File: src/star_region_labeler_defines.svh
// ---------------------------------------------------------------------------
// star_region_labeler_defines
// assertion macros for the labeller rtl, used by slbl_back
// ---------------------------------------------------------------------------
`ifndef STAR_REGION_LABELER_DEFINES_SVH
`define STAR_REGION_LABELER_DEFINES_SVH

// clocked assertion, switched off while reset is asserted
`define SRL_ASSERT_CLK(name, clk, rst_n, prop, msg) \
  name: assert property (@(posedge clk) disable iff (!rst_n) (prop)) else $error(msg);

// same, on the usual clock and reset names
`define SRL_ASSERT(name, prop, msg) `SRL_ASSERT_CLK(name, clk_i, rst_ni, prop, msg)

`endif

File: src/slbl_pkg.sv
// ---------------------------------------------------------------------------
// slbl_pkg
// shared types and constants of the star region labeller
// ---------------------------------------------------------------------------
`default_nettype none

package slbl_pkg;

  // configuration register width and reset geometry
  localparam int unsigned CFG_W          = 11;
  localparam logic [CFG_W-1:0] CFG_GEOM_RESET = 11'd1024;
  localparam int unsigned CFG_IDX_W      = 2;

  // width for geometry compares, holds any size up to 4096
  localparam int unsigned GEOM_W  = 13;
  // coordinate width carried between front and back
  localparam int unsigned COORD_W = 12;

  // queue between front and back
  localparam int unsigned QUEUE_DEPTH = 2;
  localparam int unsigned QPTR_W      = (QUEUE_DEPTH > 1) ? $clog2(QUEUE_DEPTH) : 1;
  localparam int unsigned QCNT_W      = $clog2(QUEUE_DEPTH + 1);

  // register indexes
  typedef enum logic [CFG_IDX_W-1:0] {
    CFG_IMAGE_COLUMNS = 2'd0,
    CFG_IMAGE_ROWS    = 2'd1
  } cfg_index_e;

  // per pixel classification from the front
  typedef struct packed {
    logic bright;
    logic first_row;
    logic first_col;
    logic above_ok;
    logic frame_last;
  } px_flags_t;

  // one pixel on its way to the back
  typedef struct packed {
    logic [COORD_W-1:0] col;
    logic [COORD_W-1:0] row;
    logic [COORD_W-1:0] rd_addr;
    px_flags_t          flags;
  } px_item_t;

endpackage

`default_nettype wire

File: src/slbl_fifo.sv
// ---------------------------------------------------------------------------
// slbl_fifo
// short queue of classified pixels between front and back
// ---------------------------------------------------------------------------
`default_nettype none

module slbl_fifo (
  input  wire logic                clk_i,
  input  wire logic                rst_ni,
  input  wire logic                push_i,
  input  wire slbl_pkg::px_item_t  item_i,
  output logic                     full_o,
  input  wire logic                pop_i,
  output logic                     valid_o,
  output slbl_pkg::px_item_t       item_o
);
  import slbl_pkg::*;

  px_item_t          entry_q [QUEUE_DEPTH];
  logic [QPTR_W-1:0] wr_ptr_q, wr_ptr_d;
  logic [QPTR_W-1:0] rd_ptr_q, rd_ptr_d;
  logic [QCNT_W-1:0] cnt_q, cnt_d;
  logic              do_pop;

  assign full_o  = (cnt_q == QCNT_W'(QUEUE_DEPTH));
  assign valid_o = (cnt_q != '0);
  assign item_o  = entry_q[rd_ptr_q];
  assign do_pop  = pop_i && valid_o;

  // pointer and fill bookkeeping
  always_comb begin
    wr_ptr_d = wr_ptr_q;
    rd_ptr_d = rd_ptr_q;
    cnt_d    = cnt_q;
    if (push_i) begin
      wr_ptr_d = (wr_ptr_q == QPTR_W'(QUEUE_DEPTH - 1)) ? '0 : wr_ptr_q + QPTR_W'(1);
    end
    if (do_pop) begin
      rd_ptr_d = (rd_ptr_q == QPTR_W'(QUEUE_DEPTH - 1)) ? '0 : rd_ptr_q + QPTR_W'(1);
    end
    if (push_i && !do_pop) begin
      cnt_d = cnt_q + QCNT_W'(1);
    end else if (!push_i && do_pop) begin
      cnt_d = cnt_q - QCNT_W'(1);
    end
  end

  always_ff @(posedge clk_i or negedge rst_ni) begin
    if (!rst_ni) begin
      wr_ptr_q <= '0;
      rd_ptr_q <= '0;
      cnt_q    <= '0;
    end else begin
      wr_ptr_q <= wr_ptr_d;
      rd_ptr_q <= rd_ptr_d;
      cnt_q    <= cnt_d;
    end
  end

  // storage
  always_ff @(posedge clk_i) begin
    if (push_i) begin
      entry_q[wr_ptr_q] <= item_i;
    end
  end

endmodule

`default_nettype wire

File: config.mk
export PLATFORM = sky130hd
export DESIGN_NAME = slbl_fifo
export DESIGN_NICKNAME = d
export VERILOG_FILES = /design/src/star_region_labeler_defines.svh /design/src/slbl_pkg.sv /design/src/slbl_fifo.sv
export SDC_FILE = /design/constraint.sdc
export NUM_CORES = 1
export LEC_CHECK = 0
export ABC_AREA = 1
export BUFFER_PORTS_ARGS = -buffer_cell sky130_fd_sc_hd__buf_4
export CORE_MARGIN = 2
export CORE_UTILIZATION = 40
export CTS_CLUSTER_SIZE = 12
export DETAILED_ROUTE_END_ITERATION = 8
export PLACE_DENSITY = 0.67
export SYNTH_ARGS = -nofsm -noshare
export SYNTH_HDL_FRONTEND = slang
export SYNTH_SLANG_ARGS = --single-unit
File: constraint.sdc
create_clock -name clk_i -period 3.4 [get_ports clk_i]
set_clock_uncertainty 0.15 [all_clocks]
set_input_delay 0 -clock clk_i [delete_from_list [all_inputs] [get_ports clk_i]]
set_output_delay 0 -clock clk_i [all_outputs]
set_load 0.01 [all_outputs]
==> Word level (Yosys, flattened, before mapping) <==
Memory sizes are Yosys's and may differ from the RTL's.
Cells that the tools add are included.
Widths: inputs -> output; s select.
{ "classes": {"div": 0, "n_shift": 0, "n_reduce_logical": 7, "magnitude_cmp": 0, "n_mux": 6, "n_eq_ne": 1, "bitwise": 0, "multipliers": 0, "add_sub_neg": 4} }
{ "op_table": {"columns": ["op", "n"], "rows": [
  ["$mux 1", 4],
  ["$mux 2", 2],
  ["$reduce_bool 2->1", 2],
  ["$logic_and 1x1->1", 3],
  ["$add 1x1->1 const B", 2],
  ["$add 2x1->2 const B", 1],
  ["$eq 2x2->1 const B", 1],
  ["$logic_not 1->1", 2],
  ["$sub 2x1->2 const B", 1]
]} }
{ "word_totals": {"regBits": 4, "latchBits": 0, "mem_bits_rw": 82, "mem_bits_ro": 0, "n_memories": 1, "wordCells": 22} }
{ "memory_table": {"columns": ["memory", "words", "word_bits", "rd", "rd_clocked_by_memory_dff", "wr", "line_no", "source"], "rows": [
  ["entry_q", 2, 41, 1, 0, 1, "slbl_fifo.sv:19", "px_item_t entry_q [QUEUE_DEPTH];"]
]} }

==> Logic depth before layout (Yosys ltp) <==
Gate-level depths: netlist of the first run.
{ "depth": {"depth_word": 5, "ltp_mapped": 9, "depth_no_buf": 9} }

==> Least setup slack after synthesis of the first run <==
Ideal clock, no wire load.
{ "synth_path": {"kind": "register to register", "from": "register wr_ptr_q", "to": "memory entry_q[0][0] (netlist bit) (enable)", "period_less_slack_ps": 2727, "path_buffers": 0, "stages_incl_launch_ff": 2, "required_ps": 2810, "setup_slack_ps": 673, "t_arrival_ps": 2137, "cell_sequence": "dfrtp_1 nor2_1"} }
{ "synth_lines": {"columns": ["element", "line_no", "source"], "rows": [
  ["from (decl)", "slbl_fifo.sv:20", "logic [QPTR_W-1:0] wr_ptr_q, wr_ptr_d;"],
  ["from (signal assigned)", "slbl_fifo.sv:54", "wr_ptr_q <= wr_ptr_d;"],
  ["to (decl)", "slbl_fifo.sv:19", null]
]} }
Straight into the memory's write port.

==> impl_metrics.csv, run 1 <==
group,metric,value,unit
finish,layout.nets,422,
placed_design,io_buffers,87,
sta,setup_viol,0,
synthesis,yosysTopAreaCellShare,0.754,
synthesis,ys_seq_area_frac,0.784,
floorplan,initial_core_util,0.418,
global_routing,grt_pass1_wl,9.38,mm
clock_tree,cts_buffers,9,
setup_path,cp.required,3250,ps
setup_path,crit_type,"register to output pin",
clock_tree,path_clk_slew,80,ps
global_routing,grt_usage,0.140,
power_and_ir_drop,total_power,3.45,mW
synthesis,yosysMostFrequentCell,"nand2_1",
clock_tree,clk_path_buf_depth,2,
finish,area_growth_syn_to_layout,41.6,%
setup_path,reg2reg_to,"entry_q[0][4]",
setup_path,timing.rr.start,"wr_ptr_q",
synthesis,synth.distinct_cells,15,
floorplan,dieArea,8910,sq um
sta,slew_headroom,0.209,
sta,tightest_slew,1180,ps
routing,remaining_drc_errors,0,
floorplan,pin_count,88,
floorplan,dieHeight,94.4,um
setup_path,critPathArrivalTime,1890,ps
clock_tree,hold_buffers,45,
clock_tree,cts.sinks,86,
setup_path,crit_top_cell,"nand2_1",
setup_path,path_max_fanout,43,
routing,drt-pass1-iter-count,4,
setup_path,rrSetupSlack,1490,ps
synthesis,yosysWarnings,0,
routing,initialDrtViolationCount,106,
synthesis,synth_area,3270,sq um
clock_tree,root_buffer,"clkbuf_8",
floorplan,core,7810,sq um
global_routing,overflow,0,
global_routing,grt_antenna_before_repair,0,
placed_design,gp_congestion,0.674,
flow_run,cap_violations,0,
sta,rsz0062_at_grt,"false",
synthesis,syn_avg_cell_area,13.5,sq um
finish,fillers,617,
sta,period_share,0.600,
floorplan,die_width,94.4,um
setup_path,crit_end,"item_o[29]",
routing,wl_per_cell,12.5,um
sta,finalSetupTns,0,ps
setup_path,critPathLaunchType,"register",
clock_tree,post_cts_buffers,0,
synthesis,ys_ff_latch,86,
synthesis,synth_edf_count,82,
placed_design,dp_hpwl,3.44,mm
setup_path,cp_slowest_cell,"dfrtp_2",
outcome,status,"completed",
synthesis,synth_cells,242,
global_routing,grt_max_degree,44,
synthesis,synth_fp_nets,288,
routing,final_antenna_net_count,0,
sta,final_hold_viol_count,0,
placed_design,placed_cell_area,3960,sq um
finish,diodes,0,
power_and_ir_drop,peakVddDrop,0.361,mV
routing,via_per_inst,4.38,
synthesis,synthFlopType,"edfxtp_1",
clock_tree,cts_tree,"built",
clock_tree,htree_levels,3,
sta,drv_slew,0,
synthesis,yosysTopAreaCell,"edfxtp_1",
global_routing,first_global_vias,2053,
clock_tree,clk_latency,330,ps
setup_path,cp_slowest_stage_delay,910,ps
finish,drive_above_1_share,0.304,
power_and_ir_drop,p_per_area,746,nW/um^2
synthesis,synthArstFlopShare,0.0465,
setup_path,critPathCaptureType,"output pin",
finish,design_area,4630,sq um
sta,fmax,490,MHz
setup_path,rr_worst_depth,1,
synthesis,synth_area_leaders,"edfxtp_1, nand2_1, dfrtp_1",
clock_tree,cts-resized-gates,0,
min_path,min_path_type,"input port to register",
finish,utilization,0.593,
setup_path,startpoint,"rd_ptr_q",
routing,via_count,2117,
floorplan,num_rows,32,
sta,period_needed,2040,ps
synthesis,synth_commonest_cells,"nand2_1, edfxtp_1, nand2_2",
routing,finalWirelength,6.05,mm
setup_path,crit_chain,"inv_8, nand2_1, nand2_1, buf_4",
power_and_ir_drop,leakage,1.98,nW
critical path: cells and delay by family (launching register included):
kind | cells | cell delay (ps)
buf+inv | 2 | 400
flops | 1 | 910
simple gates | 2 | 210
where the power goes:
part | internal [mW] | switching, mW
Combinational | 0.517 | 0.632
Clock | 0.413 | 0.334
Sequential | 1.41 | 0.143
Total | 2.34 | 1.11
area by class of cell:
class                           count  area (sq um)  area share
Sequential cell                    86          2560       0.554
Multi-Input combinational cell    140           584       0.126
Inverter                            7          33.8     0.00730
Tap cell                          102           128      0.0276
Clock buffer                       10           128      0.0276
Clock inverter                      6          86.3      0.0187
Timing Repair Buffer              132          1100       0.239
per-layer routing:
metal | part of all wire | GRT usage | up-vias
met2 | 0.50 | 0.245 | 66
met3 | 0.049 | 0.0208 | 11
li1 | - | - | 1071
met5 | 0 | 0 | -
met4 | 0.021 | 0.0700 | 0
met1 | 0.43 | 0.170 | 969
per-stage QoR:
stage          instances  hold slack, ps  setup WS, ps
6_report             483             237          1360
4_1_cts              483             216          1310
2_1_floorplan        242            -446           673
3_3_place_gp         422            -350          1490
3_5_place_dp         422            -352          1460
5_1_grt              483             228          1150
cells by family (layout without fill, tap and decap cells):
| group | after synthesis | count (layout) | synth area share |
|---|---|---|---|
| DFF | 86 | 86 | 0.784 |
| and+or+nand+nor | 137 | 137 | 0.167 |
| buffers and inverters | 16 | 155 | 0.0391 |
| adders and majority gates | 1 | 1 | 0.00383 |
| xor gates and xnor gates | 2 | 2 | 0.00536 |
layout by cell type (no fill, tap or decap), drive strengths merged:
| cell type | instances |
|---|---|
| clkbuf | 10 |
| edfxtp | 82 |
| clkinv | 4 |
| ha | 1 |
| dfrtp | 4 |
| xor2 | 1 |
| buf | 87 |
| nand3 | 2 |
| dlygate4sd3 | 45 |
| nand2 | 132 |
| xnor2 | 1 |
| bufinv | 2 |
| inv | 7 |
| nor2 | 2 |
| nand4 | 1 |
flip-flops by register name (all words and copies together), names as in the netlist:
register and flops:
rd_ptr_q 1, cnt_q 2, wr_ptr_q 1, entry_q 82
how the worst min path moves through the flow:
| stage | start | end | cells past startpoint |
|---|---|---|---|
| after CTS | item_i[5] | entry_q[0][5] | 2 |
| after global placement | rst_ni | cnt_q[0] | 1 |
| after global routing | item_i[7] | entry_q[1][7] | 2 |
| after detailed placement | rst_ni | cnt_q[0] | 1 |
| final | item_i[6] | entry_q[0][6] | 2 |
| after floorplan | rst_ni | cnt_q[0] | 0 |
Note: power is estimated with default switching activity, not from simulation.
==> run 2: changes to the inputs <==
Settings changed: PLACE_DENSITY 0.67 to 0.69.
Clock period 3.4 ns to 1.75 ns, I/O delays scaled along.
==> impl_metrics.csv, run 2 (synthesis results as in run 1) <==
group,metric,value,unit
sta,hold_ws,227,ps
finish,area_growth_syn_to_layout,43.5,%
flow_run,cap_violations,0,
global_routing,grt_antenna_before_repair,0,
floorplan,die_width,94.4,um
placed_design,place_ws,288,ps
finish,most-common-layout-cells,"nand2_1, buf_4, edfxtp_1",
routing,via_count,2130,
finish,regMostFlops,"entry_q",
clock_tree,root_buffer,"clkbuf_8",
placed_design,placed_cell_area,4060,sq um
routing,wl_per_cell,12.9,um
setup_path,critPathLaunchType,"register",
floorplan,core,7810,sq um
floorplan,pin_count,88,
power_and_ir_drop,peakVddDrop,0.625,mV
sta,period_needed,1650,ps
routing,finalWirelength,6.32,mm
routing,drt-pass1-iter-count,4,
setup_path,startpoint,"rd_ptr_q",
setup_path,cp.required,1600,ps
sta,slew_headroom,0.797,
placed_design,gp_congestion,0.726,
sta,fmax,605,MHz
sta,rsz0062_at_grt,"false",
setup_path,critPathArrivalTime,1500,ps
finish,diodes,0,
floorplan,num_rows,32,
global_routing,grt_pass1_wl,9.83,mm
clock_tree,clk_latency,340,ps
sta,setup_viol,0,
sta,drv_slew,0,
setup_path,cp_slowest_cell,"dfrtp_4",
routing,initialDrtViolationCount,53,
setup_path,critPathCaptureType,"output pin",
clock_tree,clk_path_buf_depth,2,
placed_design,dp_hpwl,3.97,mm
floorplan,initial_core_util,0.418,
placed_design,io_buffers,87,
finish,design_area,4690,sq um
setup_path,timing.rr.start,"wr_ptr_q",
clock_tree,path_clk_slew,90,ps
clock_tree,htree_levels,3,
finish,final_common_cell,"nand2_1",
routing,remaining_drc_errors,0,
finish,largest_reg_flops,82,
finish,drive_above_1_share,0.315,
setup_path,path_max_fanout,42,
sta,period_share,0.944,
global_routing,grt_usage,0.149,
setup_path,crit_type,"register to output pin",
global_routing,grt_max_degree,43,
power_and_ir_drop,leakage,1.99,nW
clock_tree,cts.sinks,86,
clock_tree,cts_tree,"built",
finish,top_regs,"entry_q: 82 flops, cnt_q: 2 flops",
setup_path,cp_slowest_stage_delay,590,ps
setup_path,crit_chain,"inv_8, nand2_1, nand2_1, buf_4",
power_and_ir_drop,p_per_area,1410,nW/um^2
sta,timing.final.ws_setup,97.8,ps
global_routing,overflow,0,
finish,layout.nets,428,
clock_tree,cts_buffers,9,
routing,final_antenna_net_count,0,
sta,final_hold_viol_count,0,
routing,via_per_inst,4.36,
floorplan,dieHeight,94.4,um
global_routing,first_global_vias,2181,
sta,tightest_slew,304,ps
min_path,min_path_type,"input port to register",
finish,stdcell_count,489,
min_path,min_from,"item_i[22]",
placed_design,dp.cells,428,
outcome,status,"completed",
setup_path,crit_top_cell,"nand2_1",
sta,finalSetupTns,0,ps
floorplan,dieArea,8910,sq um
run 2: cell types whose count changed in the layout (fill, tap and decap cells not counted), moves of 2 or more:
cell and delta:
bufinv_16 -2, buf_4 +2, buf_12 +4, clkinvlp_4 +3
run 2: critical path: cells and delay by family, from the launching register on:
family        cells  cell delay (ps)
simple gates      2              200
flops             1              590
buf+inv           2              380
run 2: final timing paths:
path / endpoint / slack [ps] / depth (start not counted)
worst max register to register: entry_q[1][32] / 280 / 3
worst min-delay path: entry_q[1][22] / 230 / 2
min in group asynchronous: cnt_q[0] / 420 / 3
max in group asynchronous: rd_ptr_q / 820 / 3
worst min register to register: cnt_q[1] / 330 / 2
worst max-delay path: item_o[29] / 100 / 4
run 2: timing repair:
item                                    4_1_cts  5_1_grt
endpoints found under the setup margin        0        9
gates resized for setup                       0        1
endpoints found under the hold margin        94        0
hold buffers                                 45        0
setup buffers                                 0        0
run 2: through the flow:
step                       util  total power, mW
final                     0.600             6.61
after global routing      0.600             7.05
after CTS                 0.600             6.71
after detailed placement  0.520             5.43
after global placement    0.520             5.37
after floorplan               -             4.32
run 2: metal layers:
metal	part of all wire	GRT usage	routed length [um]	up-vias
met2	0.54	0.283	3440	65
met4	0.017	0.0688	110	0
met1	0.39	0.155	2490	965
met3	0.044	0.0327	279	13
li1	-	-	-	1087
met5	0	0	0	-
run 2: area by class of cell:
| class | count | area, sq um |
|---|---|---|
| clock buffer | 9 | 124 |
| clock inverter | 7 | 48.8 |
| fill | 613 | 3120 |
| inverter | 7 | 37.5 |
| multi-input combinational | 140 | 584 |
| sequential | 86 | 2570 |
| tap | 102 | 128 |
| timing repair buffer | 138 | 1200 |
run 2: report_power, final:
part           internal (mW)  total (mW)  switching, mW
Sequential              2.74        2.92          0.180
Clock                  0.515        1.20          0.681
Combinational           1.13        2.50           1.37
==> run 3: changes to the inputs <==
==> constraint.sdc (replaced) <==
create_clock -name clk_i -period 1.75 [get_ports clk_i]
set_clock_uncertainty 0.15 [all_clocks]
set_input_delay 0.2625 -clock clk_i [delete_from_list [all_inputs] [get_ports clk_i]]
set_output_delay 0.2625 -clock clk_i [all_outputs]
set_load 0.01 [all_outputs]
==> impl_metrics.csv, run 3 (synthesis results as in run 1) <==
group,metric,value,unit
setup_path,crit_top_cell,"nand2_2",
finish,diodes,0,
global_routing,met1_usage,0.161,
setup_path,crit_chain,"buf_12, clkbuf_16, nand2_2, nand2_2, buf_6",
placed_design,place_ws,245,ps
clock_tree,cts_buffers,9,
outcome,violations,"negative setup slack",
floorplan,num_rows,32,
floorplan,dieHeight,94.4,um
finish,most-common-layout-cells,"edfxtp_1, nand2_2, buf_4",
sta,drv_slew,0,
placed_design,dp_hpwl,3.72,mm
setup_path,path_max_fanout,8,
global_routing,overflow,0,
placed_design,placed_cell_area,4030,sq um
finish,regArea,2570,sq um
finish,design_area,5120,sq um
power_and_ir_drop,p_per_area,1510,nW/um^2
setup_path,critPathBufInv,3,
setup_path,cp_slowest_cell,"dfrtp_4",
finish,multiInputGateArea,769,sq um
sta,period_share,1.05,
global_routing,top_usage_layer,"met2",
sta,slew_headroom,0.840,
finish,largest_reg_flops,82,
finish,final_common_cell,"edfxtp_1",
routing,wl_per_cell,14.7,um
min_path,min_from,"pop_i",
floorplan,die_width,94.4,um
finish,top_regs,"entry_q: 82 flops, cnt_q: 2 flops",
min_path,min_path_type,"input port to register",
setup_path,critical_path.top_delay_family,"flip-flops",
clock_tree,cts.sinks,86,
finish,regMostFlops,"entry_q",
clock_tree,cts_tree,"built",
setup_path,reg2reg_to,"cnt_q[1]",
setup_path,timing.rr.start,"cnt_q[0]",
sta,fmax,546,MHz
global_routing,grt_usage,0.141,
global_routing,met2_usage,0.249,
power_and_ir_drop,total_power,7.75,mW
sta,setup_viol,41,
setup_path,rr_worst_depth,8,
routing,initialDrtViolationCount,84,
outcome,status,"complete, but fails checks",
placed_design,gp_congestion,0.716,
global_routing,grt_antenna_before_repair,0,
floorplan,initial_core_util,0.418,
setup_path,cp.required,1340,ps
setup_path,critPathLaunchType,"register",
routing,finalWirelength,7.31,mm
global_routing,grt_pass1_wl,9.44,mm
setup_path,critPathArrivalTime,1420,ps
min_path,min_path_cells,3,
floorplan,core,7810,sq um
setup_path,critPathCaptureType,"output pin",
routing,via_count,2311,
global_routing,met3_usage,0.0351,
clock_tree,clk_latency,330,ps
routing,via_per_inst,4.66,
finish,area_growth_syn_to_layout,56.8,%
routing,final_antenna_net_count,0,
routing,drt-pass1-iter-count,6,
sta,period_needed,1830,ps
sta,final_hold_viol_count,0,
routing,remaining_drc_errors,0,
sta,rsz0062_at_grt,"true",
sta,tightest_slew,240,ps
setup_path,crit_type,"register to output pin",
min_path,holdPathEnd,"rd_ptr_q",
floorplan,pin_count,88,
clock_tree,root_buffer,"clkbuf_8",
clock_tree,clk_path_buf_depth,2,
global_routing,grt_max_degree,43,
finish,layout.nets,435,
sta,timing.final.ws_setup,-80.0,ps
clock_tree,path_clk_slew,80,ps
power_and_ir_drop,leakage,2.13,nW
clock_tree,htree_levels,3,
global_routing,first_global_vias,2093,
floorplan,dieArea,8910,sq um
finish,drive_above_1_share,0.497,
finish,fillers,591,
setup_path,cp_slowest_stage_delay,510,ps
flow_run,cap_violations,0,
setup_path,rrSetupSlack,220,ps
power_and_ir_drop,peakVddDrop,0.649,mV
placed_design,io_buffers,87,
==> run 3: worst max-delay path by stage <==
stage / from / endpoint / slack, ps / cells past startpoint
final: rd_ptr_q / item_o[20] / -80 / 5
after floorplan: wr_ptr_q / entry_q[1][0] / 120 / 2
after global placement: rd_ptr_q / item_o[27] / 280 / 4
after global routing: rd_ptr_q / item_o[20] / -130 / 5
after CTS: rd_ptr_q / item_o[27] / -40 / 4
after detailed placement: rd_ptr_q / item_o[27] / 250 / 4
==> run 3: where the power goes <==
part	switching [mW]	internal, mW	leakage, nW	total, mW
logic	1.85	1.77	1.24	3.62
clock network	0.694	0.524	0.0793	1.22
registers	0.168	2.75	0.816	2.91
total	2.71	5.04	2.13	7.75
==> run 3: final cells by class <==
cell class	instances	area share
Tap cell	102	0.0249
Timing Repair inverter	2	0.00489
Inverter	7	0.00831
Clock buffer	10	0.0249
Sequential cell	86	0.501
Multi-Input combinational cell	140	0.150
Timing Repair Buffer	143	0.277
Clock inverter	6	0.00880
==> run 3: worst register-to-register path: stages (launching register included) <==
cell	delay, ps
dfrtp_1	410
inv_1	90
nand2_2	100
nand2_1	80
ha_1	310
inv_1	90
nand3_1	90
nand2_1	70
nand2_1	50
==> run 3: per-stage QoR <==
| stage | utilization | setup TNS [ps] | cells | hold slack (ps) |
|---|---|---|---|---|
| 6_report | 0.656 | -1960 | 496 | 63.7 |
| 5_1_grt | 0.656 | -4120 | 496 | 66.8 |
| 4_1_cts | 0.598 | -588 | 489 | 49.5 |
| 3_5_place_dp | 0.516 | 0 | 427 | -82.3 |
| 3_3_place_gp | 0.516 | 0 | 427 | -81.1 |
| 2_1_floorplan | - | 0 | 242 | -183 |
==> run 3: metal layers <==
metal  routed length [um]  up-vias
met1                 2770     1116
met3                  382       14
met4                  155        0
li1                     -     1100
met2                 4000       81
met5                    0        -
==> run 3: timing repair <==
item / 4_1_cts / 5_1_grt
pin swaps: 0 / 14
gates resized for setup: 3 / 107
buffers inserted: 3 / 2
hold buffers: 43 / 0
setup endpoints to repair: 41 / 41
endpoints found under the hold margin: 87 / 0
gates cloned: 0 / 5
