**src/star_region_labeler_defines.svh**
```systemverilog
// ---------------------------------------------------------------------------
// star_region_labeler_defines
// assertion macros for the labeller rtl, used by slbl_back
// ---------------------------------------------------------------------------
`ifndef STAR_REGION_LABELER_DEFINES_SVH
`define STAR_REGION_LABELER_DEFINES_SVH

// clocked assertion, switched off while reset is asserted
`define SRL_ASSERT_CLK(name, clk, rst_n, prop, msg) \
  name: assert property (@(posedge clk) disable iff (!rst_n) (prop)) else $error(msg);

// same, on the usual clock and reset names
`define SRL_ASSERT(name, prop, msg) `SRL_ASSERT_CLK(name, clk_i, rst_ni, prop, msg)

`endif

```
**src/slbl_pkg.sv**
```systemverilog
// ---------------------------------------------------------------------------
// slbl_pkg
// shared types and constants of the star region labeller
// ---------------------------------------------------------------------------
`default_nettype none

package slbl_pkg;

  // configuration register width and reset geometry
  localparam int unsigned CFG_W          = 11;
  localparam logic [CFG_W-1:0] CFG_GEOM_RESET = 11'd1024;
  localparam int unsigned CFG_IDX_W      = 2;

  // width for geometry compares, holds any size up to 4096
  localparam int unsigned GEOM_W  = 13;
  // coordinate width carried between front and back
  localparam int unsigned COORD_W = 12;

  // queue between front and back
  localparam int unsigned QUEUE_DEPTH = 2;
  localparam int unsigned QPTR_W      = (QUEUE_DEPTH > 1) ? $clog2(QUEUE_DEPTH) : 1;
  localparam int unsigned QCNT_W      = $clog2(QUEUE_DEPTH + 1);

  // register indexes
  typedef enum logic [CFG_IDX_W-1:0] {
    CFG_IMAGE_COLUMNS = 2'd0,
    CFG_IMAGE_ROWS    = 2'd1
  } cfg_index_e;

  // per pixel classification from the front
  typedef struct packed {
    logic bright;
    logic first_row;
    logic first_col;
    logic above_ok;
    logic frame_last;
  } px_flags_t;

  // one pixel on its way to the back
  typedef struct packed {
    logic [COORD_W-1:0] col;
    logic [COORD_W-1:0] row;
    logic [COORD_W-1:0] rd_addr;
    px_flags_t          flags;
  } px_item_t;

endpackage

`default_nettype wire

```
**src/slbl_front.sv**
```systemverilog
// ---------------------------------------------------------------------------
// slbl_front
// takes pixel beats, tracks the scan position and classifies each pixel
// ---------------------------------------------------------------------------
`default_nettype none

module slbl_front #(
  parameter int unsigned MAX_ROWS    = 1024,
  parameter int unsigned MAX_COLUMNS = 1024
) (
  input  wire logic                        clk_i,
  input  wire logic                        rst_ni,
  input  wire logic [slbl_pkg::CFG_W-1:0]  cols_cfg_i,
  input  wire logic [slbl_pkg::CFG_W-1:0]  rows_cfg_i,
  input  wire logic                        in_valid_i,
  input  wire logic                        bright_i,
  output logic                             in_stall_o,
  input  wire logic                        q_full_i,
  output logic                             push_o,
  output slbl_pkg::px_item_t               item_o
);
  import slbl_pkg::*;

  localparam int unsigned RW = $clog2(MAX_ROWS);
  localparam int unsigned CW = $clog2(MAX_COLUMNS);

  logic [RW-1:0]     row_q, row_d;
  logic [CW-1:0]     col_q, col_d;
  logic [GEOM_W-1:0] rows_eff, cols_eff;
  logic [GEOM_W-1:0] row_next, col_next;
  logic              last_row, last_col;

  // clamp geometry: zero reads as one, oversize reads as the maximum
  always_comb begin
    if (rows_cfg_i == '0) begin
      rows_eff = GEOM_W'(1);
    end else if (GEOM_W'(rows_cfg_i) > GEOM_W'(MAX_ROWS)) begin
      rows_eff = GEOM_W'(MAX_ROWS);
    end else begin
      rows_eff = GEOM_W'(rows_cfg_i);
    end
    if (cols_cfg_i == '0) begin
      cols_eff = GEOM_W'(1);
    end else if (GEOM_W'(cols_cfg_i) > GEOM_W'(MAX_COLUMNS)) begin
      cols_eff = GEOM_W'(MAX_COLUMNS);
    end else begin
      cols_eff = GEOM_W'(cols_cfg_i);
    end
  end

  // end of column and end of frame
  assign row_next = GEOM_W'(row_q) + GEOM_W'(1);
  assign col_next = GEOM_W'(col_q) + GEOM_W'(1);
  assign last_row = (row_next >= rows_eff);
  assign last_col = (col_next >= cols_eff);

  // handshake towards the queue
  assign in_stall_o = q_full_i;
  assign push_o     = in_valid_i && !q_full_i;

  // classified pixel; the last row reads entry 0 ahead of the next column
  always_comb begin
    item_o                  = '0;
    item_o.col              = COORD_W'(col_q);
    item_o.row              = COORD_W'(row_q);
    item_o.rd_addr          = last_row ? '0 : COORD_W'(row_next);
    item_o.flags.bright     = bright_i;
    item_o.flags.first_row  = (row_q == '0);
    item_o.flags.first_col  = (col_q == '0);
    item_o.flags.above_ok   = !last_row;
    item_o.flags.frame_last = last_row && last_col;
  end

  // scan position
  always_comb begin
    row_d = row_q;
    col_d = col_q;
    if (push_o) begin
      if (last_row) begin
        row_d = '0;
        col_d = last_col ? '0 : col_q + CW'(1);
      end else begin
        row_d = row_q + RW'(1);
      end
    end
  end

  always_ff @(posedge clk_i or negedge rst_ni) begin
    if (!rst_ni) begin
      row_q <= '0;
      col_q <= '0;
    end else begin
      row_q <= row_d;
      col_q <= col_d;
    end
  end

endmodule

`default_nettype wire

```
**config.mk**
```make
export PLATFORM = sky130hd
export DESIGN_NAME = slbl_front
export DESIGN_NICKNAME = d
export VERILOG_FILES = /design/src/star_region_labeler_defines.svh /design/src/slbl_pkg.sv /design/src/slbl_front.sv
export SDC_FILE = /design/constraint.sdc
export NUM_CORES = 1
export LEC_CHECK = 0
export BUFFER_PORTS_ARGS = -buffer_cell sky130_fd_sc_hd__buf_2
export CORE_MARGIN = 1.5
export CORE_UTILIZATION = 53
export CTS_BUF_LIST = sky130_fd_sc_hd__clkbuf_2
export CTS_CLUSTER_SIZE = 12
export DETAILED_ROUTE_END_ITERATION = 7
export PLACE_DENSITY = 0.84
export SETUP_SLACK_MARGIN = 0.1
export SLEW_MARGIN = 20
export SYNTH_ARGS = -nofsm -noshare
export SYNTH_HDL_FRONTEND = slang
export SYNTH_SLANG_ARGS = --single-unit
```
**constraint.sdc**
```tcl
create_clock -name clk_i -period 3.7 [get_ports clk_i]
set_clock_uncertainty 0.15 [all_clocks]
set_input_delay 0.37 -clock clk_i [delete_from_list [all_inputs] [get_ports clk_i]]
set_output_delay 0.37 -clock clk_i [all_outputs]
set_load 0.05 [all_outputs]
```
* Word-level counts from Yosys, hierarchy flattened
Index checks and enable logic that the tools add are counted.
Word-level totals: flip-flop bits (word level) 20, bits in latches 0, memory bits (writable) 0, memory bits (read-only) 0, input bits 27, output and inout port bits 43, memories kept 0
Cells by class: add/subtract/negate cells 4, multiply operators 0, divide/modulo/power cells 0, magnitude comparators 4, equal/unequal tests 0, shift operators 0, muxes and demuxes 7, bitwise logic cells 0, reductions and logical operators 9
Operators by type and width (number):
- 11-bit 2-to-1 mux | 4
- 11-bit by 13-bit >= comparator with 1-bit output | 2
- 10-bit by 1-bit adder with 11-bit output, second input constant | 2
- 11-bit > comparator, second input constant | 2
- 11-bit logical NOT | 2
- 10-bit by 1-bit adder with 10-bit output, second input constant | 2
- 10-bit logical NOT | 2
- 10-bit 2-to-1 mux | 2
- 13-bit 2-to-1 mux | 1
- 1-bit logical AND | 2
- 1-bit logical NOT | 2
- 2-bit AND reduction | 1

* Longest topological paths before layout
Gate-level depths: netlist (run 1).
depth in word-level cells 5, depth in mapped cells 13, gate-level depth less buffers 12

* Worst setup path after synthesis (run 1)
No wires, ideal clock.
path type flip-flop to output port, from register row_q[2], to output item_o[10] in the netlist's numbering, arrival time 3.197 ns, required time 3.180 ns, path slack -0.017 ns, cell stages (with the launch flop) 13, buffers on the path 2, path through dfrtp_1 and2_1 and4_4 nand3_1 xnor2_1 ha_1 a21oi_1 nand2_1 a221oi_2 o2bb2ai_2 buf_6 buf_8 and2_1
RTL lines:
- from (decl) | RTL line slbl_front.sv:27 | logic [RW-1:0] row_q, row_d;
- from (signal assigned) | RTL line slbl_front.sv:93 | row_q <= row_d;
- to (decl) | RTL line slbl_front.sv:20 | output slbl_pkg::px_item_t item_o

==> impl_metrics.json, run 1 <==
{
  "max_freq_mhz": 277,
  "finalPower_uw": 1620,
  "track_usage_pct": 24.9,
  "syn_area_um2": 2070,
  "cts_sinks": 20,
  "whs_ns": 0.351,
  "design_area_um2": 2690,
  "gr-total-overflow": 0,
  "drtPass1Iterations": 4,
  "ios": 70,
  "grt_max_degree": 21,
  "synth_top_area_share_pct": 24.2,
  "path_class": "reg2out",
  "antenna_found_initial": 0,
  "final_util_pct": 72.4,
  "die_w_um": 65.5,
  "first_iter_violations": 123,
  "htree_num_levels": 1,
  "synthCells": 242,
  "hpwl_um": 3840,
  "placed_cells": 342,
  "crit_top_cell": "buf_4",
  "wl_per_cell_um": 16.1,
  "wirelength_um": 5760,
  "clock-root-buffer": "clkbuf_2",
  "path_cells": "buf_4, and4_4, nand3_2, xnor2_2, ha_4, a21oi_4, nand2_2, a221oi_4, o2bb2ai_4, and2_4, buf_4",
  "cts_tree": "built",
  "drv_slew": 0,
  "synthTopCellsByArea": "dfrtp_1 24%, ha_1 16%, nand2_1 6.0%",
  "period_share_pct": 97.4,
  "start_util_pct": 55.7,
  "fp-row-count": 22,
  "syn_area_per_cell_um2": 8.56,
  "port_buffers": 62,
  "via_count": 2050,
  "path_buf_inv": 2,
  "slowest_delay_ns": 0.42,
  "hold_path_class": "in2async",
  "p_per_area_nw_per_um2": 603,
  "outcome": "completed",
  "start_kind": "register",
  "endpoint_kind": "primary output",
  "finalHoldViolations": 0,
  "yosys.area.top_type": "dfrtp_1",
  "setup_viol": 0,
  "final_cells": 358,
  "ctsLongestPathBuffers": 2,
  "cap_violations": 0,
  "num-nets-final": 364,
  "nFillCells": 273,
  "peakVddDrop_mv": 0.414,
  "regArea_um2": 514,
  "ys_ff_latch": 20,
  "cp_max_fo": 7,
  "routed_via_density": 5.73,
  "fp.dieH_um": 65.5,
  "synthToLayoutAreaGrowth_pct": 29.8,
  "final_layout_size_suffix_gt1_share_pct": 42.3,
  "diodes": 0,
  "synth_cell_types": 51,
  "multi_input_area_um2": 1600,
  "gp_congestion": 0.873,
  "ant_nets": 0,
  "coreArea_um2": 3720,
  "period_needed_ns": 3.61,
  "drc": 0,
  "dpl_cell_area_um2": 2370,
  "grt_pass1_vias": 1869,
  "p_leak_uw": 0.00125,
  "clk_latency_ns": 0.34,
  "cts-buffers-inserted": 3,
  "fp.dieArea_um2": 4290,
  "ys_seq_area_share_pct": 24.2,
  "crit_family": "compound AO/OA/AOI/OAI gates",
  "grt_pass1_wl_um": 8290,
  "required_ns": 3.18,
  "cp.arrival_ns": 3.09,
  "cp_slowest_cell": "a221oi_4",
  "synth_warnings": 0,
  "cts.clk_slew.worst_paths_ns": 0.20
}
## logic make-up after synthesis
group / count (synthesis) / share of synthesized area (%)
buffers and inverters: 28 / 7.85
multiplexers: 6 / 3.26
AND/OR/NAND/NOR: 114 / 30.1
AO/OA/AOI/OAI: 31 / 12.0
adder cells (fa/ha/maj): 26 / 15.7
other: 1 / 0.181
flip-flops: 20 / 24.2
XOR/XNOR: 16 / 6.77
## registers in the layout, summed over array words and instances (netlist names)
register	cells
row_q	10
col_q	10
## Yosys cell counts, drive strengths merged
master and number:
a211oi 1, a21oi 3, a221o 8, a221oi 1
a22o 1, a31oi 2, and2 12, and2b 1
and3 3, and4 4, buf 12, clkbuf 6
clkinv 2, conb 1, dfrtp 20, ha 26
inv 8, mux2 6, nand2 33, nand2b 2
nand3 12, nand3b 3, nand4 2, nor2 20
nor2b 2, nor3 6, nor3b 6, nor4 7
o2111ai 1, o211ai 2, o21a 1, o21ai 8
o22ai 1, o2bb2ai 1, o41ai 1, or3 1
xnor2 10, xor2 6
## worst register-to-register path: stages (launching register included)
cell	delay [ns]
dfrtp_2	0.40
buf_4	0.15
and4_4	0.27
nand3_2	0.12
xnor2_2	0.20
ha_4	0.32
and4_2	0.28
o2111ai_2	0.22
o2bb2ai_4	0.24
buf_4	0.17
nand2b_1	0.32
a221o_1	0.45
## power breakdown
part	internal (µW)	switching [µW]	leakage (µW)
Sequential	271	66.4	0.000214
Clock	23.5	71.8	0.0000140
Combinational	434	755	0.00102
## through the flow
stage | setup slack [ns] | setup TNS (ns)
5_1_grt | -0.0315 | -0.243
4_1_cts | 0.101 | 0
3_3_place_gp | 0.305 | 0
3_5_place_dp | 0.231 | 0
6_report | 0.0944 | 0
2_1_floorplan | 0.152 | 0
## per-layer routing
| layer | vias up | GRT usage (%) | part of all wire [%] |
|---|---|---|---|
| li1 | 992 | - | - |
| met1 | 979 | 31.4 | 42 |
| met2 | 65 | 44.3 | 51 |
| met3 | 14 | 4.45 | 4.6 |
| met4 | 0 | 5.73 | 2.2 |
| met5 | - | 0 | 0 |
## cell type report
type / instances / area share, %
sequential: 20 / 19.1
clock buffer: 3 / 0.558
tap: 48 / 2.23
timing repair buffer: 77 / 17.1
inverter: 10 / 1.40
clock inverter: 1 / 0.140
multi-input combinational: 199 / 59.5
## path summary, 6_finish.rpt
kind / startpoint / to / slack (ns) / depth (start not counted)
max: row_q[0]$_DFFE_PN0P_ / item_o[12] / 0.09 / 11
min: rst_ni / row_q[9]$_DFFE_PN0P_ / 0.35 / 2
max reg2reg: row_q[0]$_DFFE_PN0P_ / col_q[6]$_DFFE_PN0P_ / 0.34 / 11
min reg2reg: row_q[4]$_DFFE_PN0P_ / row_q[4]$_DFFE_PN0P_ / 0.48 / 1
max in group asynchronous: rst_ni / col_q[2]$_DFFE_PN0P_ / 2.69 / 2
min in group clk_i: in_valid_i / row_q[5]$_DFFE_PN0P_ / 0.36 / 4
## timing repair
item                                    in CTS  in global routing
hold endpoints to repair                    20                  0
endpoints found under the setup margin      13                 13
buffers inserted                             5                  5
pin swaps                                    2                  6
gates resized for setup                     19                 31
hold buffers                                 1                  0
gates cloned                                 1                  0
## cells in the final DEF (no fill, tap or decap), types with 2 or more instances in the layout
| cell | Yosys | routed |
|---|---|---|
| a21oi_1 | 3 | 2 |
| a221o_1 | 8 | 8 |
| a31oi_1 | 2 | 2 |
| and2_2 | 0 | 5 |
| and2_4 | 5 | 6 |
| and3_1 | 3 | 2 |
| and4_4 | 1 | 2 |
| buf_2 | 2 | 50 |
| buf_4 | 7 | 25 |
| clkbuf_2 | 2 | 3 |
| clkinv_1 | 2 | 3 |
| conb_1 | 1 | 5 |
| dfrtp_1 | 20 | 9 |
| dfrtp_2 | 0 | 11 |
| ha_1 | 26 | 21 |
| ha_2 | 0 | 2 |
| ha_4 | 0 | 3 |
| inv_1 | 7 | 7 |
| mux2_1 | 5 | 5 |
| nand2_1 | 33 | 32 |
| nand2b_1 | 2 | 2 |
| nand3_1 | 11 | 8 |
| nand3_2 | 1 | 4 |
| nand3b_1 | 2 | 2 |
| nand4_1 | 2 | 2 |
| nor2_1 | 19 | 18 |
| nor2b_1 | 2 | 2 |
| nor3_1 | 5 | 5 |
| nor3b_1 | 6 | 6 |
| nor4_1 | 7 | 7 |
| o211ai_1 | 2 | 2 |
| o21ai_0 | 6 | 6 |
| o21ai_1 | 2 | 2 |
| o2bb2ai_4 | 0 | 2 |
| xnor2_1 | 10 | 8 |
| xnor2_2 | 0 | 2 |
| xor2_1 | 6 | 5 |
(Power assumes the default switching activity.)
==> run 2: changes to the inputs <==
--- a/config.mk
+++ b/config.mk
@@ -12,6 +12,7 @@
 export CTS_CLUSTER_SIZE = 12
 export DETAILED_ROUTE_END_ITERATION = 7
 export PLACE_DENSITY = 0.84
+export RECOVER_POWER = 100
 export SETUP_SLACK_MARGIN = 0.1
 export SLEW_MARGIN = 20
 export SYNTH_ARGS = -nofsm -noshare
==> impl_metrics.json, run 2 (same netlist as run 1, synthesis figures left out) <==
{
  "outcome": "completed",
  "p_leak_uw": 0.00118,
  "drc": 0,
  "cap_violations": 0,
  "wl_per_cell_um": 16.1,
  "first_iter_violations": 113,
  "final_cells": 358,
  "cp_max_fo": 7,
  "max_slew_margin_pct": 26.2,
  "final_util_pct": 71.3,
  "htree_num_levels": 1,
  "cts-buffers-inserted": 3,
  "worstMarginPinSlew_ns": 1.11,
  "endpoint_kind": "primary output",
  "period_needed_ns": 3.62,
  "peakVddDrop_mv": 0.408,
  "drtPass1Iterations": 5,
  "gp_congestion": 0.873,
  "layout_common_cells": "32 x nand2_1, 26 x buf_2, 25 x buf_4, 24 x clkbuf_1, 21 x ha_1",
  "setup_slack_ns": 0.0790,
  "port_buffers": 62,
  "final_layout_size_suffix_gt1_share_pct": 33.5,
  "grt_max_degree": 21,
  "cts_tree": "built",
  "routed_via_density": 5.77,
  "placed_cells": 342,
  "fp-row-count": 22,
  "start_util_pct": 55.7,
  "finalHoldViolations": 0,
  "diodes": 0,
  "p_per_area_nw_per_um2": 604,
  "fp.dieH_um": 65.5,
  "preCtsSetupSlack_ns": 0.231,
  "period_share_pct": 97.9,
  "fp.dieArea_um2": 4290,
  "coreArea_um2": 3720,
  "grt_pass1_vias": 1869,
  "path_class": "reg2out",
  "final_common_cell": "nand2_1",
  "grt_pass1_wl_um": 8290,
  "start_kind": "register",
  "reg.largest.list": "col_q (10), row_q (10)",
  "cts.clk_slew.worst_paths_ns": 0.20,
  "wirelength_um": 5760,
  "num-nets-final": 364,
  "cp.arrival_ns": 3.10,
  "hold_path_class": "in2reg",
  "clock-root-buffer": "clkbuf_2",
  "ctsLongestPathBuffers": 2,
  "ios": 70,
  "setup_viol": 0,
  "setup-tns-final_ns": 0,
  "drv_slew": 0,
  "gr-total-overflow": 0,
  "clk_latency_ns": 0.34,
  "antenna_found_initial": 0,
  "required_ns": 3.18,
  "die_w_um": 65.5,
  "max_freq_mhz": 276,
  "synthToLayoutAreaGrowth_pct": 28.0,
  "via_count": 2065,
  "track_usage_pct": 24.9,
  "hpwl_um": 3840,
  "cts_sinks": 20,
  "ant_nets": 0,
  "finalPower_uw": 1600,
  "nFillCells": 289
}
[run 2: cell types whose count changed in the layout (fill, tap and decap cells not counted), sizes merged]
| cell | previous run | this run |
|---|---|---|
| clkbuf | 3 | 27 |
| buf | 76 | 52 |
[run 2: per-layer routing]
| layer | share of wire, % | track usage (%) | up-vias |
|---|---|---|---|
| met4 | 1.8 | 5.73 | 0 |
| met3 | 5.6 | 4.45 | 16 |
| met2 | 50 | 44.3 | 90 |
| met1 | 42 | 31.4 | 971 |
| met5 | 0 | 0 | - |
| li1 | - | - | 988 |
[run 2: cell type report]
type / instances / area [µm²] / share of cell area, %
sequential: 20 / 514 / 19.4
timing repair buffer: 77 / 429 / 16.2
inverter: 10 / 37.5 / 1.42
multi-input combinational: 199 / 1590 / 60.0
tap: 48 / 60.1 / 2.27
clock buffer: 3 / 15.0 / 0.566
clock inverter: 1 / 3.75 / 0.142
[run 2: repair_timing]
| action | in CTS | in global routing |
|---|---|---|
| pin swaps | 2 | 6 |
| hold buffers | 1 | 0 |
| endpoints found under the setup margin | 13 | 13 |
| hold endpoints to repair | 20 | 0 |
| buffers inserted | 5 | 5 |
| gates resized for setup | 19 | 31 |
| cloned | 1 | 0 |
[run 2: path summary, 6_finish.rpt]
| check | endpoint | startpoint | slack (ns) | depth (start not counted) |
|---|---|---|---|---|
| setup / recovery | item_o[12] | row_q[0]$_DFFE_PN0P_ | 0.08 | 11 |
| setup reg to reg | col_q[3]$_DFFE_PN0P_ | row_q[0]$_DFFE_PN0P_ | 0.22 | 11 |
| min in group asynchronous | row_q[9]$_DFFE_PN0P_ | rst_ni | 0.59 | 2 |
| hold reg to reg | col_q[1]$_DFFE_PN0P_ | col_q[1]$_DFFE_PN0P_ | 0.49 | 1 |
| max in group asynchronous | col_q[1]$_DFFE_PN0P_ | rst_ni | 2.06 | 2 |
| hold / removal | row_q[5]$_DFFE_PN0P_ | in_valid_i | 0.34 | 4 |
[run 2: power breakdown]
part | internal [µW] | switching, µW
registers | 271 | 66.7
clock network | 23.5 | 72.3
logic | 416 | 750
[run 2: per-stage QoR]
stage / hold slack [ns] / area, µm²
3_5_place_dp: 0.198 / 2370
4_1_cts: 0.342 / 2530
5_1_grt: 0.340 / 2650
3_3_place_gp: 0.190 / 2370
6_report: 0.339 / 2650
2_1_floorplan: -0.0756 / 2090
[run 2: critical path, cell delays in order (launching register included)]
cell and delay, ns:
dfrtp_2 0.40, buf_4 0.15, and4_4 0.27, nand3_2 0.12, xnor2_2 0.27, ha_4 0.26, a21oi_4 0.17, nand2_2 0.10
a221oi_4 0.43, o2bb2ai_4 0.21, and2_4 0.19, buf_4 0.19
==> run 3: changes to the inputs <==
--- a/config.mk
+++ b/config.mk
@@ -6,7 +6,6 @@
 export NUM_CORES = 1
 export LEC_CHECK = 0
 export BUFFER_PORTS_ARGS = -buffer_cell sky130_fd_sc_hd__buf_2
-export CORE_MARGIN = 1.5
 export CORE_UTILIZATION = 53
 export CTS_BUF_LIST = sky130_fd_sc_hd__clkbuf_2
 export CTS_CLUSTER_SIZE = 12
==> impl_metrics.json, run 3 (same netlist as run 1, synthesis figures left out) <==
{
  "outcome": "completed",
  "met3_usage_pct": 4.93,
  "port_buffers": 62,
  "max_slew_margin_pct": 25.6,
  "grtUsageMet1_pct": 34.4,
  "whs_ns": 0.386,
  "cts_sinks": 20,
  "p_clk_share_pct": 5.6,
  "cts-buffers-inserted": 3,
  "worstMarginPinSlew_ns": 1.12,
  "drv_slew": 0,
  "coreArea_um2": 3720,
  "cts.clk_slew.worst_paths_ns": 0.20,
  "setup_slack_ns": 0.0368,
  "final_common_cell": "nand2_1",
  "num-nets-final": 367,
  "seqPwrFrac_pct": 21.3,
  "routed_via_density": 5.97,
  "htree_num_levels": 1,
  "reg.largest.list": "col_q (10), row_q (10)",
  "crit_family": "simple AND/OR/NAND/NOR gates",
  "grt_max_degree": 21,
  "required_ns": 3.18,
  "setup_viol": 0,
  "p_leak_uw": 0.00120,
  "diodes": 0,
  "start_kind": "register",
  "p_int_uw": 738,
  "start_util_pct": 55.7,
  "cp.arrival_ns": 3.14,
  "p_per_area_nw_per_um2": 621,
  "path_cells": "and2_4, and4_4, nand3_2, xnor2_2, ha_4, a21oi_4, nand2_2, a221oi_4, o2bb2ai_4, and2b_1, buf_4",
  "clk_latency_ns": 0.32,
  "ctsLongestPathBuffers": 2,
  "wl_per_cell_um": 17.0,
  "via_count": 2155,
  "gr-total-overflow": 0,
  "endpoint_kind": "primary output",
  "hpwl_um": 3560,
  "period_share_pct": 99.0,
  "finalHoldViolations": 0,
  "preCtsSetupSlack_ns": 0.269,
  "max_freq_mhz": 273,
  "period_needed_ns": 3.66,
  "cp_slowest_cell": "dfrtp_2",
  "die_w_um": 64.5,
  "hp-start": "in_valid_i",
  "antenna_found_initial": 0,
  "cap_violations": 0,
  "first_iter_violations": 149,
  "grt_pass1_vias": 1776,
  "share_comb_of_total_power_pct": 73.2,
  "path_buf_inv": 1,
  "fp.dieH_um": 64.5,
  "drc": 0,
  "use_met2_pct": 42.8,
  "peakVddDrop_mv": 0.456,
  "clock-root-buffer": "clkbuf_2",
  "cts_tree": "built",
  "r2r-start": "row_q[5]$_DFFE_PN0P_",
  "final_layout_size_suffix_gt1_share_pct": 33.9,
  "switching_share_pct": 55.6,
  "gp_congestion": 0.871,
  "cp_max_fo": 7,
  "layout_common_cells": "32 x nand2_1, 26 x buf_2, 26 x buf_4, 24 x clkbuf_1, 23 x ha_1",
  "hold_path_class": "in2reg",
  "fp-row-count": 22,
  "wirelength_um": 6140,
  "busiest_layer": "met2",
  "slowest_delay_ns": 0.44,
  "p_sw_uw": 922,
  "path_class": "reg2out",
  "ant_nets": 0,
  "drtPass1Iterations": 4,
  "ios": 70,
  "critical_path.startpoint": "row_q[2]$_DFFE_PN0P_",
  "synthToLayoutAreaGrowth_pct": 29.1,
  "grt_pass1_wl_um": 8350,
  "track_usage_pct": 25.8,
  "fp.dieArea_um2": 4160
}
run 3: changes by cell type in the layout (fill, tap and decap cells not counted), sizes merged:
cell	previous run	this run
buf	52	55
run 3: final cells by class:
type / instances / area [µm²]
inverter: 10 / 37.5
timing repair buffer: 80 / 459
sequential: 20 / 514
fill: 282 / 1040
tap: 48 / 60.1
multi-input combinational: 199 / 1580
clock buffer: 3 / 15.0
clock inverter: 1 / 3.75
run 3: power by group through the flow:
stage               clock network, µW  logic [µW]  registers (µW)
floorplan                           0         672             500
global placement                    0        1020             355
detailed placement                  0        1040             358
CTS                              92.0        1100             344
global route                      105        1320             360
finish                           92.4        1210             353
run 3: stage by stage:
stage	area, µm²	TNS [ns]	utilization [%]	std cells	power (µW)
finish	2670	0	72.0	361	1660
global route	2670	-0.0504	72.0	361	1780
CTS	2480	0	66.8	350	1540
detailed placement	2360	0	63.6	341	1400
global placement	2360	0	63.6	341	1380
floorplan	2090	0	-	246	1170
run 3: final timing paths:
check / to / slack [ns] / cells past startpoint
setup / recovery: item_o[0] / 0.04 / 11
min in group asynchronous: row_q[9]$_DFFE_PN0P_ / 0.62 / 2
hold reg to reg: row_q[3]$_DFFE_PN0P_ / 0.44 / 1
hold / removal: row_q[5]$_DFFE_PN0P_ / 0.39 / 4
max in group asynchronous: col_q[0]$_DFFE_PN0P_ / 2.03 / 2
setup reg to reg: col_q[2]$_DFFE_PN0P_ / 0.09 / 11
run 3: repair_timing:
item | 4_1_cts | 5_1_grt
endpoints found under the hold margin | 20 | 0
hold buffers | 1 | 0
endpoints found under the setup margin | 13 | 23
gates cloned | 1 | 0
setup buffers | 3 | 11
pin swaps | 1 | 4
resized for setup | 16 | 33
run 3: tightest hold or removal path, delay by kind of cell:
kind                   cells  cell delay, ns
AND/OR/NAND/NOR            3            0.39
buffers and inverters      1            0.07
run 3: layer usage:
layer,vias up,share of wire (%)
met3,32,7.3
met1,999,39
met5,-,0
li1,999,-
met4,0,5.2
met2,125,48
